$ cat config.mk
export PLATFORM = sky130hd
export DESIGN_NAME = hamming_encode_and_syndrome
export DESIGN_NICKNAME = d
export VERILOG_FILES = /design/src/design/hmg_pkg.sv /design/src/design/hamming_encode_and_syndrome.sv
export SDC_FILE = /design/constraint.sdc
export NUM_CORES = 1
export LEC_CHECK = 0
export ABC_CLOCK_PERIOD_IN_PS = 5100
export BUFFER_PORTS_ARGS = -buffer_cell sky130_fd_sc_hd__buf_2
export CAP_MARGIN = 20
export CORE_UTILIZATION = 50
export CTS_CLUSTER_DIAMETER = 80
export CTS_CLUSTER_SIZE = 30
export DETAILED_ROUTE_END_ITERATION = 16
export PLACE_DENSITY = 0.84
export SYNTH_ARGS = -nofsm -noshare
export SYNTH_HDL_FRONTEND = slang
export SYNTH_SLANG_ARGS = --single-unit
$ cat constraint.sdc
create_clock -name clock -period 5.1 [get_ports clock]
set_input_delay 0.255 -clock clock [delete_from_list [all_inputs] [get_ports clock]]
set_output_delay 0.255 -clock clock [all_outputs]
set_load 0.005 [all_outputs]
$ cat src/design/hmg_pkg.sv
// Shared types, widths and position helpers for the Hamming encoder and checker.
// Used by design/hamming_encode_and_syndrome.sv through scoped names.
package hmg_pkg;

   localparam int MAX_DATA_BITS = 26;
   localparam int CW_WIDTH      = 31;
   localparam int POS_WIDTH     = 5;
   localparam int CSR_ADDR_W    = 3;

   localparam logic [POS_WIDTH-1:0] DATA_BITS_RESET = 5'd4;
   localparam logic                 ACT_ENCODE      = 1'b0;
   localparam logic                 ACT_CHECK       = 1'b1;
   localparam logic                 REG_DATA_BITS   = 1'b0;

   typedef struct packed {
      logic                 action;
      logic [CW_WIDTH-1:0]  word;
      logic [POS_WIDTH-1:0] n;
   } item_type;

   // Codeword length for k data bits: k plus the least r with 2^r >= k + r + 1.
   function automatic logic [POS_WIDTH-1:0] code_length(input logic [POS_WIDTH-1:0] k);
      logic [6:0] r;
      logic       done;
      r    = 7'd0;
      done = 1'b0;
      for (int t = 0; t < 7; t++) begin
         if (!done) begin
            if ((7'd1 << t) >= 7'(k) + 7'(t) + 7'd1) begin
               r    = 7'(t);
               done = 1'b1;
            end
         end
      end
      return POS_WIDTH'(7'(k) + r);
   endfunction

   function automatic logic is_pow2(input int p);
      return (p != 0) && ((p & (p - 1)) == 0);
   endfunction

   // Data bit that lands at position p (p not a power of two).
   function automatic int data_index(input int p);
      int count;
      count = 0;
      for (int t = 0; t < POS_WIDTH; t++) begin
         if ((1 << t) <= p) count++;
      end
      return p - 1 - count;
   endfunction

   // Positions whose index has bit t set, bit0 = position 1.
   function automatic logic [CW_WIDTH-1:0] pos_mask(input int t);
      logic [CW_WIDTH-1:0] m;
      m = '0;
      for (int p = 1; p <= CW_WIDTH; p++) begin
         m[p-1] = ((p >> t) & 1) != 0;
      end
      return m;
   endfunction

endpackage

$ cat src/design/hamming_encode_and_syndrome.sv
// Even-parity Hamming encoder and syndrome checker, four-stage pipeline.
// Depends on design/hmg_pkg.sv for widths, types and position helpers.
//
// Usage:
//   The req_ stream carries one transaction per codeword: req_tuser selects
//   encode (0) or check (1), req_tdata holds data bits or a received codeword.
//   The rsp_ stream returns one transaction per request with the codeword,
//   the syndrome and the codeword length. The csr_ APB port holds data_bits
//   at address 0; values of 0 act as 1 and values above 26 act as 26.
//   Throughput is one
//   transaction per cycle, set by the stage registers; each stage holds its
//   item while the next is full, so a stalled receiver fills the pipeline
//   and req_tready drops only when all four stages hold an item.
//   Stages: capture and length, position scatter and mask, parity trees,
//   parity insertion into the output register.
//   Reset is synchronous: it empties the pipeline and sets data_bits to 4.
//   data_bits must be written only while the pipeline is empty; the block does not enforce this.
module hamming_encode_and_syndrome (
   input  logic        clock,
   input  logic        reset,
   input  logic        req_tvalid,
   output logic        req_tready,
   input  logic [31:0] req_tdata,  // [30:0] payload, [31] zero
   input  logic        req_tuser,  // [0] action
   output logic        rsp_tvalid,
   input  logic        rsp_tready,
   output logic [47:0] rsp_tdata,  // [30:0] codeword, [35:31] syndrome, [40:36] total_bits
   input  logic        csr_psel,
   input  logic        csr_penable,
   input  logic        csr_pwrite,
   input  logic [2:0]  csr_paddr,
   input  logic [31:0] csr_pwdata,
   output logic [31:0] csr_prdata,
   output logic        csr_pready
);

   localparam int CW = hmg_pkg::CW_WIDTH;
   localparam int PW = hmg_pkg::POS_WIDTH;

   logic [PW-1:0] data_bits_ff, data_bits_in;
   logic [PW-1:0] k_eff;

   logic               v1_ff, v2_ff, v3_ff, v4_ff;
   logic               v1_in, v2_in, v3_in, v4_in;
   hmg_pkg::item_type  s1_ff, s1_in, s2_ff, s2_in, s3_ff, s3_in;
   logic [PW-1:0]      syn3_ff, syn3_in;
   logic [CW-1:0]      cw4_ff, cw4_in;
   logic [PW-1:0]      syn4_ff, syn4_in;
   logic [PW-1:0]      n4_ff, n4_in;
   logic               load1, load2, load3, load4;

   // Configuration port.
   assign csr_pready = 1'b1;
   assign csr_prdata = {{(32-PW){1'b0}}, data_bits_ff};

   always_comb begin
      data_bits_in = data_bits_ff;
      if (csr_psel && csr_penable && csr_pwrite && csr_pready &&
          csr_paddr[2] == hmg_pkg::REG_DATA_BITS) begin
         data_bits_in = csr_pwdata[PW-1:0];
      end
   end

   always_comb begin
      k_eff = data_bits_ff;
      if (data_bits_ff == '0) k_eff = PW'(1);
      else if (data_bits_ff > PW'(hmg_pkg::MAX_DATA_BITS)) k_eff = PW'(hmg_pkg::MAX_DATA_BITS);
   end

   // Each stage loads when it is empty or its item moves on.
   assign load4      = !v4_ff || rsp_tready;
   assign load3      = !v3_ff || load4;
   assign load2      = !v2_ff || load3;
   assign load1      = !v1_ff || load2;
   assign req_tready = load1;

   assign v1_in = load1 ? (req_tvalid && req_tready) : v1_ff;
   assign v2_in = load2 ? v1_ff : v2_ff;
   assign v3_in = load3 ? v2_ff : v3_ff;
   assign v4_in = load4 ? v3_ff : v4_ff;

   // Stage 1: capture the item with its codeword length.
   always_comb begin
      s1_in.action = req_tuser;
      s1_in.word   = req_tdata[CW-1:0];
      s1_in.n      = hmg_pkg::code_length(k_eff);
   end

   // Stage 2: on encode scatter data bits past the parity positions; then clear
   // every position above the codeword length.
   always_comb begin
      logic [CW-1:0] spread;
      logic [CW-1:0] len_mask;
      spread   = '0;
      len_mask = '0;
      for (int p = 1; p <= CW; p++) begin
         if (!hmg_pkg::is_pow2(p)) begin
            spread[p-1] = s1_ff.word[hmg_pkg::data_index(p)];
         end
         len_mask[p-1] = (PW'(p) <= s1_ff.n);
      end
      s2_in        = s1_ff;
      s2_in.word   = len_mask & ((s1_ff.action == hmg_pkg::ACT_CHECK) ? s1_ff.word : spread);
   end

   // Stage 3: XOR of the indices of all set positions, one tree per bit.
   always_comb begin
      s3_in = s2_ff;
      for (int t = 0; t < PW; t++) begin
         syn3_in[t] = ^(s2_ff.word & hmg_pkg::pos_mask(t));
      end
   end

   // Stage 4: on encode the syndrome bits become the parity bits; on check the syndrome passes with a zero codeword.
   always_comb begin
      logic [CW-1:0] par;
      par = '0;
      for (int t = 0; t < PW; t++) begin
         par[(1 << t) - 1] = syn3_ff[t];
      end
      n4_in = s3_ff.n;
      if (s3_ff.action == hmg_pkg::ACT_CHECK) begin
         cw4_in  = '0;
         syn4_in = syn3_ff;
      end else begin
         cw4_in  = s3_ff.word | par;
         syn4_in = '0;
      end
   end

   always_ff @(posedge clock) begin
      if (reset) begin
         data_bits_ff <= hmg_pkg::DATA_BITS_RESET;
         v1_ff        <= 1'b0;
         v2_ff        <= 1'b0;
         v3_ff        <= 1'b0;
         v4_ff        <= 1'b0;
      end else begin
         data_bits_ff <= data_bits_in;
         v1_ff        <= v1_in;
         v2_ff        <= v2_in;
         v3_ff        <= v3_in;
         v4_ff        <= v4_in;
      end
   end

   always_ff @(posedge clock) begin
      if (load1) s1_ff <= s1_in;
      if (load2) s2_ff <= s2_in;
      if (load3) begin
         s3_ff   <= s3_in;
         syn3_ff <= syn3_in;
      end
      if (load4) begin
         cw4_ff  <= cw4_in;
         syn4_ff <= syn4_in;
         n4_ff   <= n4_in;
      end
   end

   assign rsp_tvalid = v4_ff;
   assign rsp_tdata  = {7'd0, n4_ff, syn4_ff, cw4_ff};

endmodule

# --- Word level (Yosys, flattened, before mapping) ---
# Cells that the tools add are included.
totals:
  elab_cells: 117
  reg_bits: 166
  out_inout_bits: 83
op_classes:
  n_mux: 26
  bitwise_logic: 3
  addsub: 13
  order_cmp: 39
  reduce_logical: 18
ops:
  columns: ["cell", "n"]
  rows:
  - ["parity 31 bit", 5]
  - ["<= comparator 5 bit (first input constant)", 16]
  - ["2-to-1 mux 5 bit", 11]
  - ["adder 6 x 1 -> 7 bit (second input constant)", 6]
  - ["<= comparator 4 x 5 -> 1 bit (first input constant)", 8]
  - ["AND 31 bit", 1]
  - ["2-to-1 mux 31 bit", 1]
  - ["OR 31 x 16 -> 31 bit", 1]
  - ["<= comparator 3 x 5 -> 1 bit (first input constant)", 4]
  - ["adder 5 x 3 -> 6 bit (second input constant)", 3]
  - ["2-to-1 mux 1 bit", 13]
  - ["adder 5 x 2 -> 6 bit (second input constant)", 2]
  - ["<= comparator 2 x 5 -> 1 bit (first input constant)", 2]
  - ["greater-or-equal comparator 1 x 7 -> 1 bit (first input constant)", 1]
  - ["greater-or-equal comparator 2 x 7 -> 1 bit (first input constant)", 1]
  - ["greater-or-equal comparator 3 x 7 -> 1 bit (first input constant)", 1]
  - ["greater-or-equal comparator 4 x 7 -> 1 bit (first input constant)", 1]
  - ["greater-or-equal comparator 5 x 7 -> 1 bit (first input constant)", 1]
  - ["greater-or-equal comparator 6 x 7 -> 1 bit (first input constant)", 1]
  - ["greater-or-equal comparator 7 bit (first input constant)", 1]
  - ["adder 5 x 1 -> 6 bit (second input constant)", 1]
  - ["adder 5 bit", 1]
  - ["greater-than comparator 5 bit (second input constant)", 1]
  - ["<= comparator 1 x 5 -> 1 bit (first input constant)", 1]
  - ["other kinds (6)", 15]

# --- Longest topological paths before layout ---
# Gate-level depths: netlist of run 1.
depth:
  ltp_word: 19
  mapped_depth: 16
  ltp_nobuf: 15

# --- Worst setup path after synthesis of run 1 ---
# No wires, ideal clock.
synth_timing:
  path_kind: "register to register"
  from: "reg data_bits_ff[4]"
  to: "reg s1_ff[4] (netlist name) (data pin)"
  t_required_ps: 4839
  period_less_slack_ps: 3262
  path_buffers: 1
  stages_incl_launch_ff: 14
  t_arrival_ps: 3001
  slack_ps: 1838
  path_cell_list: "dfxtp_1 buf_6 a31oi_4 inv_1 ha_1 and2_1 a221o_1 nor4_4 a21oi_1 ha_1 fa_1 a21oi_1 nor2_1 xnor2_1"
synth_rtl:
  columns: ["element", "line", "source"]
  rows:
  - ["from (decl)", "hamming_encode_and_syndrome.sv:40", "logic [PW-1:0] data_bits_ff, data_bits_in;"]
  - ["from (signal assigned)", "hamming_encode_and_syndrome.sv:133", "data_bits_ff <= hmg_pkg::DATA_BITS_RESET;"]
  - ["from (signal assigned)", "hamming_encode_and_syndrome.sv:139", "data_bits_ff <= data_bits_in;"]
  - ["to (signal assigned)", "hamming_encode_and_syndrome.sv:148", "if (load1) s1_ff <= s1_in;"]
  - ["to (decl)", "hamming_encode_and_syndrome.sv:45", "hmg_pkg::item_type s1_ff, s1_in, s2_ff, s2_in, s3_ff, s3_in;"]

==> results.py, run 1 <==
metrics = {
    "synth": {
        "avgSynthCellArea_um2": 14.5,
        "synth_seq_area_share_pct": 65.8,
        "synth_area_leader_cell": "edfxtp_1",
        "synth-main-ff-cell": "edfxtp_1",
        "yosys_warnings": 0,
        "synth-edff-count": 157,
        "synth.area.top_cells": "edfxtp_1 (63%), xnor2_1 (5.4%), mux2i_1 (4.3%)",
        "synth_top_area_share_pct": 63.3,
        "synth_cell_type_count": 57,
        "synth_cells": 513,
        "ys_seq_elements": 166,
        "synthArstFlopShare_pct": 0,
        "synthesis.area_mm2": 0.00744,
    },
    "timing": {
        "skew_ns": 0.00601,
        "fmax_mhz": 249,
        "period_minus_slack_ns": 4.02,
        "worst_slack_ns": 1.08,
        "fin_crit_sh_pct": 78.7,
        "setup_viol": 0,
        "setup_tns_ns": 0,
        "final_max_slew_viol_count": 0,
        "maxSlewHeadroom_pct": 32.9,
        "rsz0062_at_grt": "no",
        "worstMarginPinSlew_ns": 1.01,
        "finalHoldViolCount": 0,
    },
    "power_and_ir_drop": {
        "totalPowerFinal_mw": 3.29,
        "cellLeakagePower_nw": 3.71,
        "power_density_mw_per_mm2": 375,
        "ir_worst_vdd_uv": 257,
    },
    "critical_path": {
        "reg2reg_setup_slack_ns": 1.08,
        "path_max_fanout": 17,
        "cp_data_required_time_ns": 5.26,
        "r2r_end": "s1_ff[4]",
        "r2r-start": "data_bits_ff[3]",
        "rr_worst_depth": 15,
        "worst-setup-path-type": "reg2reg",
        "startpoint": "data_bits_ff[3]",
        "endpoint_kind": "flip-flop",
        "arrival_ns": 4.18,
        "startpoint_type": "flip-flop",
        "critPathCapture": "s1_ff[4]",
    },
    "placed_design": {
        "place_hpwl_mm": 8.64,
        "io_buffer_count": 92,
        "place_inst": 775,
        "gp_congestion": 0.865,
        "dpl_cell_area_mm2": 0.00795,
        "place_ws_ns": 1.19,
    },
    "clock_tree": {
        "cts_hold_buf": 26,
        "postCtsSetupBuffers": 0,
        "cts_resized": 0,
        "cts_tree": "done",
        "clkTransAtPathRegs_ns": 0.06,
        "cts.sinks": 166,
        "clk_latency_ns": 0.42,
        "clockBufferDepth": 2,
        "cts_root_buf": "clkbuf_16",
        "htree_levels": 4,
        "cts_inserted_buffers": 17,
    },
    "global_route": {
        "grt_pass1_wl_mm": 19.0,
        "grt_usage_pct": 17.0,
        "grt_pass1_vias": 3882,
        "grt_antenna_before_repair": 0,
        "grt_max_degree": 43,
        "overflow": 0,
    },
    "hold_path": {
        "holdCritStartpoint": "req_tdata[28]",
        "hold_depth": 1,
        "hp-class": "in2reg",
    },
    "floorplanning": {
        "initial_core_util_pct": 51.2,
        "die_y_um": 124,
        "design.die.area_mm2": 0.0154,
        "die_w_um": 124,
        "io_pins": 158,
        "core_mm2": 0.0145,
        "rows": 44,
    },
    "finish": {
        "fin_area_mm2": 0.00878,
        "nets": 729,
        "area_growth_pct": 18.0,
        "layout_common_cells": "edfxtp_1 (157), buf_2 (92), xnor2_1 (46)",
        "n_antenna_cell": 0,
        "layout.cells.non_filler": 833,
        "final_layout_size_suffix_gt1_share_pct": 21.3,
        "final_common_cell": "edfxtp_1",
    },
    "detailed_routing": {
        "wl_per_cell_um": 14.7,
        "drc": 0,
        "ant_nets": 0,
        "drt_iter0_drc": 237,
        "drt_first_pass_iters": 5,
        "vias_per_cell": 5.00,
        "vias": 4169,
        "drt-total-wl_mm": 12.3,
    },
    "flow_run": {
        "cap_violations": 0,
    },
    "outcome": {
        "status": "finished clean",
    },
}
==> Yosys cell counts (2+ instances only) <==
| cell type | number |
|---|---|
| buf_2 | 2 |
| nor2b_1 | 29 |
| buf_6 | 2 |
| nand3_1 | 2 |
| nor4_1 | 3 |
| nor3_1 | 16 |
| a21oi_1 | 17 |
| clkbuf_1 | 10 |
| xor2_1 | 11 |
| dfxtp_1 | 9 |
| o21bai_1 | 3 |
| a31oi_1 | 3 |
| a211oi_1 | 7 |
| nand4b_1 | 2 |
| o211ai_1 | 3 |
| xnor2_1 | 46 |
| buf_4 | 36 |
| and2_1 | 6 |
| a21oi_2 | 2 |
| conb_1 | 2 |
| a211o_1 | 2 |
| and3_1 | 4 |
| nor3b_1 | 2 |
| mux2i_1 | 32 |
| nor2_1 | 34 |
| nand2_1 | 13 |
| inv_1 | 11 |
| edfxtp_1 | 157 |
| o21ai_0 | 3 |
| ha_1 | 17 |
==> worst max-delay path: stages, from the launching register on <==
cell and delay (ns):
dfxtp_1 0.83, o21bai_1 0.32, a21oi_4 0.34, inv_2 0.13, ha_1 0.25, nor3b_1 0.22
mux2i_1 0.12, a2bb2oi_1 0.21, a21oi_1 0.11, o21bai_1 0.15, a21oi_1 0.08, ha_1 0.23
fa_1 0.41, a21oi_1 0.15, nor2_1 0.06, xnor2_1 0.12
==> flip-flops by register name, indices dropped and copies added (netlist names) <==
signal,flops
s1_ff,37
v1_ff,1
v2_ff,1
n4_in,5
data_bits_ff,5
v3_ff,1
s3_ff,32
s2_ff,37
cw4_ff,31
rsp_tvalid,1
syn3_ff,5
n4_ff,5
syn4_ff,5
==> per-layer routing <==
metal | track usage, % | up-vias | routed length [um] | part of all wire (%)
met5 | 0 | - | 0 | 0
met3 | 4.53 | 25 | 779 | 6.3
li1 | - | 2037 | - | -
met1 | 20.6 | 1939 | 5060 | 41
met4 | 8.04 | 0 | 293 | 2.4
met2 | 28.3 | 168 | 6150 | 50
==> area by class of cell <==
class,count,area [um2]
sequential,166,4890
fill,1094,5750
inverter,12,45.0
clock inverter,8,101
multi-input combinational,316,2270
clock buffer,24,472
tap,184,230
timing repair buffer,123,766
==> worst min path at each step <==
stage | slack, ns | end
after floorplan | 0.35 | s1_ff[10]
after global placement | 0.41 | n4_ff[1]
after detailed placement | 0.40 | n4_ff[2]
after CTS | 0.003 | s1_ff[20]
after global routing | 0.006 | s1_ff[24]
final | 0.02 | s1_ff[33]
==> through the flow <==
step | util [%] | hold slack (ns)
2_1_floorplan | - | 0.354
3_3_place_gp | 54.6 | 0.406
3_5_place_dp | 54.7 | 0.405
4_1_cts | 60.4 | 0.00331
5_1_grt | 60.4 | 0.00602
6_report | 60.4 | 0.0197
==> cell families (layout without fill, tap and decap cells) <==
kind of cell	after synthesis	in the layout	synth area share [%]
xor gates and xnor gates	59	59	7.23
adders and majority gates	18	18	3.13
buffers and inverters	64	167	5.35
AOI/OAI and AO/OA	57	57	5.88
muxes	32	32	4.30
DFF	166	166	65.8
and+or+nand+nor	115	115	8.24
other	2	35	0.101
==> report_power, final <==
group          total [mW]  internal (mW)  switching [mW]
clock                1.22          0.745           0.471
combinational       0.350          0.181           0.170
sequential           1.72           1.64          0.0819
Power figures use the tool's default switching activity.
==> run 2, diff against run 1 <==
Settings changed: ABC_CLOCK_PERIOD_IN_PS 5100 to 3600, CORE_UTILIZATION 50 to 49, PLACE_DENSITY 0.84 to 0.86.
Clock period 5.1 ns to 3.6 ns, I/O delays scaled along.
==> run 2 against run 1 <==
Net effect:
- the flow now finishes with violations (DRC)
- largest cell class unchanged
- combinational power rose by 45%
- global-route usage fell by 0.31 points
- hold slack got worse by 0.00091 ns
- critical path type unchanged
- cell count rose by 2.2%
- total power rose by 40%
==> results.py, run 2 (synthesis gave the netlist of run 1 again) <==
metrics = {
    "outcome": {
        "status": "complete, but fails checks",
        "violations": "DRC",
    },
    "finish": {
        "area_growth_pct": 20.6,
        "final_common_cell": "edfxtp_1",
        "largest_registers": "s1_ff x37, s2_ff x37, s3_ff x32",
        "layout_common_cells": "edfxtp_1 (157), buf_2 (92), xnor2_1 (46)",
        "final_util_pct": 61.1,
        "n_antenna_cell": 0,
        "nets": 748,
        "final_layout_size_suffix_gt1_share_pct": 23.4,
    },
    "timing": {
        "setup_tns_ns": 0,
        "worstMarginPinSlew_ns": 1.04,
        "skew_ns": 0.00943,
        "maxSlewHeadroom_pct": 30.9,
        "hold_slack_ns": 0.0187,
        "final_max_slew_viol_count": 0,
        "worst_slack_ns": 0.186,
        "fin_crit_sh_pct": 94.8,
        "setup_viol": 0,
        "fmax_mhz": 293,
        "rsz0062_at_grt": "no",
        "period_minus_slack_ns": 3.41,
        "finalHoldViolCount": 0,
    },
    "critical_path": {
        "worst-path-stages": 15,
        "startpoint_type": "flip-flop",
        "rr_worst_depth": 15,
        "arrival_ns": 3.56,
        "worst-setup-path-type": "reg2reg",
        "r2r_end": "s1_ff[4]",
        "critPathBufInv": 1,
        "path_max_fanout": 6,
        "crit_slowest_cell": "dfxtp_1",
        "reg2reg_setup_slack_ns": 0.19,
        "cpPeakStageDelay_ns": 0.52,
        "cp_common_cell": "a21oi_1",
        "timing.critical_path.cells": "o21bai_2, a21oi_4, inv_2, ha_1, a21oi_1, xnor2_1, a2bb2oi_1, a21oi_1, o21bai_1, a21oi_1, ha_1, fa_1, a21oi_1, nor2_1, xnor2_1",
        "cp_data_required_time_ns": 3.75,
        "endpoint_kind": "flip-flop",
        "crit_family": "compound AO/OA/AOI/OAI gates",
        "r2r-start": "data_bits_ff[3]",
    },
    "power_and_ir_drop": {
        "ir_worst_vdd_uv": 358,
        "cellLeakagePower_nw": 3.81,
        "power_density_mw_per_mm2": 513,
        "totalPowerFinal_mw": 4.60,
    },
    "floorplanning": {
        "io_pins": 158,
        "rows": 44,
        "die_w_um": 125,
        "design.die.area_mm2": 0.0157,
        "die_y_um": 125,
        "initial_core_util_pct": 50.6,
        "core_mm2": 0.0147,
    },
    "global_route": {
        "overflow": 0,
        "grt_pass1_vias": 4096,
        "grt_max_degree": 43,
        "grt_usage_pct": 16.7,
        "grt_pass1_wl_mm": 20.2,
        "grt_antenna_before_repair": 0,
    },
    "hold_path": {
        "whs_endpoint": "data_bits_ff[4]",
        "hold_depth": 3,
        "holdCritStartpoint": "csr_pwdata[4]",
        "hp-class": "in2reg",
    },
    "clock_tree": {
        "clkTransAtPathRegs_ns": 0.06,
        "cts_tree": "done",
        "clk_latency_ns": 0.41,
        "cts.sinks": 166,
        "cts_inserted_buffers": 17,
        "cts_root_buf": "clkbuf_16",
        "htree_levels": 4,
        "postCtsSetupBuffers": 0,
        "clockBufferDepth": 2,
    },
    "placed_design": {
        "gp_congestion": 0.862,
        "io_buffer_count": 92,
        "place_hpwl_mm": 9.10,
        "place_ws_ns": 0.100,
    },
    "detailed_routing": {
        "vias_per_cell": 4.99,
        "wl_per_cell_um": 14.8,
        "drc": 6,
        "drt_first_pass_iters": 12,
        "drt_iter0_drc": 218,
        "vias": 4247,
        "drt-total-wl_mm": 12.6,
        "ant_nets": 0,
    },
    "flow_run": {
        "cap_violations": 0,
    },
}
-- run 2: cell count changes in the layout (fill, tap and decap cells not counted), sizes merged --
cell | before | now
buf | 97 | 107
dlygate4sd3 | 26 | 35
clkbuf | 24 | 17
inv | 12 | 16
clkinv | 3 | 6
bufinv | 2 | 1
-- run 2: stage by stage --
step | std cells | cell area [um2]
finish | 851 | 8980
CTS | 851 | 8940
floorplan | 546 | 7570
global route | 851 | 8980
detailed placement | 785 | 8040
global placement | 784 | 8010
-- run 2: worst max path at each step --
stage	endpoint	startpoint
4_1_cts	s1_ff[4]	data_bits_ff[2]
2_1_floorplan	s1_ff[4]	data_bits_ff[4]
5_1_grt	s1_ff[4]	data_bits_ff[3]
3_5_place_dp	s1_ff[4]	data_bits_ff[2]
6_report	s1_ff[4]	data_bits_ff[3]
3_3_place_gp	s1_ff[4]	data_bits_ff[2]
-- run 2: layout make-up --
class                           instances  area, um2
Fill cell                            1068       5720
Sequential cell                       166       4900
Multi-Input combinational cell        316       2310
Timing Repair Buffer                  142        943
Clock buffer                           17        425
Tap cell                              184        230
Clock inverter                         14        126
Inverter                               12       45.0
-- run 2: layer usage --
| metal | global-route usage, % | routed length [um] |
|---|---|---|
| met5 | 0 | 0 |
| met3 | 3.85 | 693 |
| met4 | 7.82 | 280 |
| met1 | 20.5 | 5390 |
| met2 | 28.1 | 6260 |
-- run 2: power by group --
part	switching [mW]	leakage [nW]	total, mW	internal (mW)
sequential	0.115	1.88	2.44	2.33
combinational	0.242	1.67	0.508	0.266
clock	0.704	0.262	1.66	0.951
-- run 2: worst register-to-register path, cell delays in order (launching register included) --
cell	delay, ns
dfxtp_1	0.52
o21bai_2	0.18
a21oi_4	0.25
inv_2	0.12
ha_1	0.23
a21oi_1	0.19
xnor2_1	0.12
a2bb2oi_1	0.25
a21oi_1	0.12
o21bai_1	0.15
a21oi_1	0.09
ha_1	0.21
fa_1	0.40
a21oi_1	0.14
nor2_1	0.06
xnor2_1	0.13
-- run 2: repair_timing --
action	in CTS	in global routing
hold endpoints to repair	35	0
hold buffers	35	0
resized for setup	0	8
endpoints found under the setup margin	0	2
==> run 3, diff against run 2 <==
Settings changed: CORE_UTILIZATION 49 to 33, PLACE_DENSITY 0.86 to 0.65.
==> run 3 against run 2 <==
Net effect:
- register-to-register slack improved by 0.06 ns
- cell count rose by 12%
- flip-flop and latch count did not move
- non-clock buffer count rose by 5
- hold slack improved by 0.013 ns
- clock skew barely moved
- the run still ends with DRC left
- combinational power rose by 2%
==> results.py, run 3 (synthesis gave the netlist of run 1 again) <==
metrics = {
    "outcome": {
        "status": "complete, but fails checks",
        "violations": "DRC",
    },
    "detailed_routing": {
        "ant_nets": 0,
        "drt_first_pass_iters": 10,
        "drt-total-wl_mm": 12.8,
        "wl_per_cell_um": 13.5,
        "vias_per_cell": 4.33,
        "vias": 4126,
        "drc": 7,
        "drt_iter0_drc": 305,
    },
    "power_and_ir_drop": {
        "power_density_mw_per_mm2": 509,
        "totalPowerFinal_mw": 4.64,
        "ir_worst_vdd_uv": 388,
        "cellLeakagePower_nw": 3.83,
    },
    "critical_path": {
        "cp_data_required_time_ns": 3.77,
        "startpoint": "data_bits_ff[1]",
        "reg2reg_setup_slack_ns": 0.24,
        "path_max_fanout": 7,
        "r2r-start": "data_bits_ff[1]",
        "r2r_end": "s1_ff[4]",
        "rr_worst_depth": 12,
        "startpoint_type": "flip-flop",
        "arrival_ns": 3.53,
        "worst-setup-path-type": "reg2reg",
        "endpoint_kind": "flip-flop",
    },
    "timing": {
        "final_max_slew_viol_count": 0,
        "worstMarginPinSlew_ns": 0.541,
        "setup_tns_ns": 0,
        "maxSlewHeadroom_pct": 63.8,
        "finalHoldViolCount": 0,
        "rsz0062_at_grt": "no",
        "fin_crit_sh_pct": 93.3,
        "hold_slack_ns": 0.0316,
        "setup_viol": 0,
        "fmax_mhz": 298,
        "period_minus_slack_ns": 3.36,
        "skew_ns": 0.00948,
    },
    "global_route": {
        "grt_pass1_vias": 3914,
        "grt_max_degree": 43,
        "grt_usage_pct": 11.5,
        "grt_pass1_wl_mm": 20.4,
        "grt_antenna_before_repair": 0,
        "overflow": 0,
    },
    "finish": {
        "n_antenna_cell": 0,
        "final_layout_size_suffix_gt1_share_pct": 22.9,
        "area_growth_pct": 22.6,
        "layout_common_cells": "edfxtp_1 (157), buf_2 (92), xnor2_1 (46)",
        "final_common_cell": "edfxtp_1",
        "largest_registers": "s1_ff x37, s2_ff x37, s3_ff x32",
        "final_util_pct": 41.5,
        "nets": 753,
    },
    "placed_design": {
        "place_hpwl_mm": 9.34,
        "io_buffer_count": 92,
        "gp_congestion": 0.825,
    },
    "hold_path": {
        "whs_endpoint": "data_bits_ff[0]",
        "holdCritStartpoint": "reset",
        "hp-class": "in2reg",
        "hold_depth": 2,
    },
    "clock_tree": {
        "clk_latency_ns": 0.42,
        "cts.sinks": 166,
        "htree_levels": 4,
        "cts_root_buf": "clkbuf_16",
        "cts_inserted_buffers": 17,
        "clkTransAtPathRegs_ns": 0.06,
        "clockBufferDepth": 2,
        "cts_tree": "done",
    },
    "floorplanning": {
        "design.die.area_mm2": 0.0232,
        "core_mm2": 0.0220,
        "initial_core_util_pct": 33.9,
        "rows": 54,
        "die_w_um": 152,
        "io_pins": 158,
        "die_y_um": 152,
    },
    "flow_run": {
        "cap_violations": 0,
    },
}
run 3: cell types whose count changed in the layout (fill, tap and decap cells not counted), sizes merged:
cell         previous run  this run
clkbuf                 17        22
inv                    16        12
buf                   107       110
dlygate4sd3            35        37
bufinv                  1         2
clkinv                  6         5
clkinvlp                3         2
run 3: worst max-delay path by stage:
stage          endpoint  slack (ns)  depth (start not counted)
6_report       s1_ff[4]        0.24                         12
5_1_grt        s1_ff[4]        0.05                         14
4_1_cts        s1_ff[4]        0.05                         15
3_5_place_dp   s1_ff[4]        0.06                         15
3_3_place_gp   s1_ff[4]         0.1                         15
2_1_floorplan  s1_ff[4]        0.34                         13
run 3: final cells by class:
class | count | area (um2)
clock buffers | 22 | 444
clock inverters | 9 | 105
fillers | 2048 | 12800
inverters | 12 | 45.0
multi-input cells | 316 | 2290
flip-flops and latches | 166 | 4900
well taps | 280 | 350
repair buffers | 147 | 986
run 3: metrics by stage:
step,instance area [um2],std cells,setup WS [ns]
finish,9120,952,0.243
global route,9120,952,0.0517
CTS,9050,948,0.0529
detailed placement,8130,880,0.0551
global placement,8130,880,0.0999
floorplan,7570,546,0.338
run 3: critical path: stages (launching register included):
cell     delay [ns]
dfxtp_1        0.43
a31oi_4        0.32
inv_1          0.20
ha_1           0.23
and2_1         0.18
a221o_1        0.40
nor4_4         0.31
a21oi_1        0.09
ha_1           0.22
fa_1           0.41
a21oi_1        0.15
nor2_1         0.06
xnor2_1        0.12
run 3: power breakdown:
group / switching [mW] / total (mW) / internal (mW)
Sequential: 0.109 / 2.43 / 2.33
Clock: 0.676 / 1.69 / 1.01
Combinational: 0.245 / 0.517 / 0.272
run 3: repair_timing:
action	CTS	global route
resized for setup	0	6
endpoints found under the hold margin	37	0
hold buffers	37	0
setup endpoints to repair	0	1
setup buffers	0	3
run 3: layer usage:
layer	up-vias	part of all wire, %	global-route usage [%]
li1	2078	-	-
met1	1921	46	14.6
met2	107	48	18.1
met3	20	4.6	4.15
met4	0	1.9	4.42
met5	-	0	0
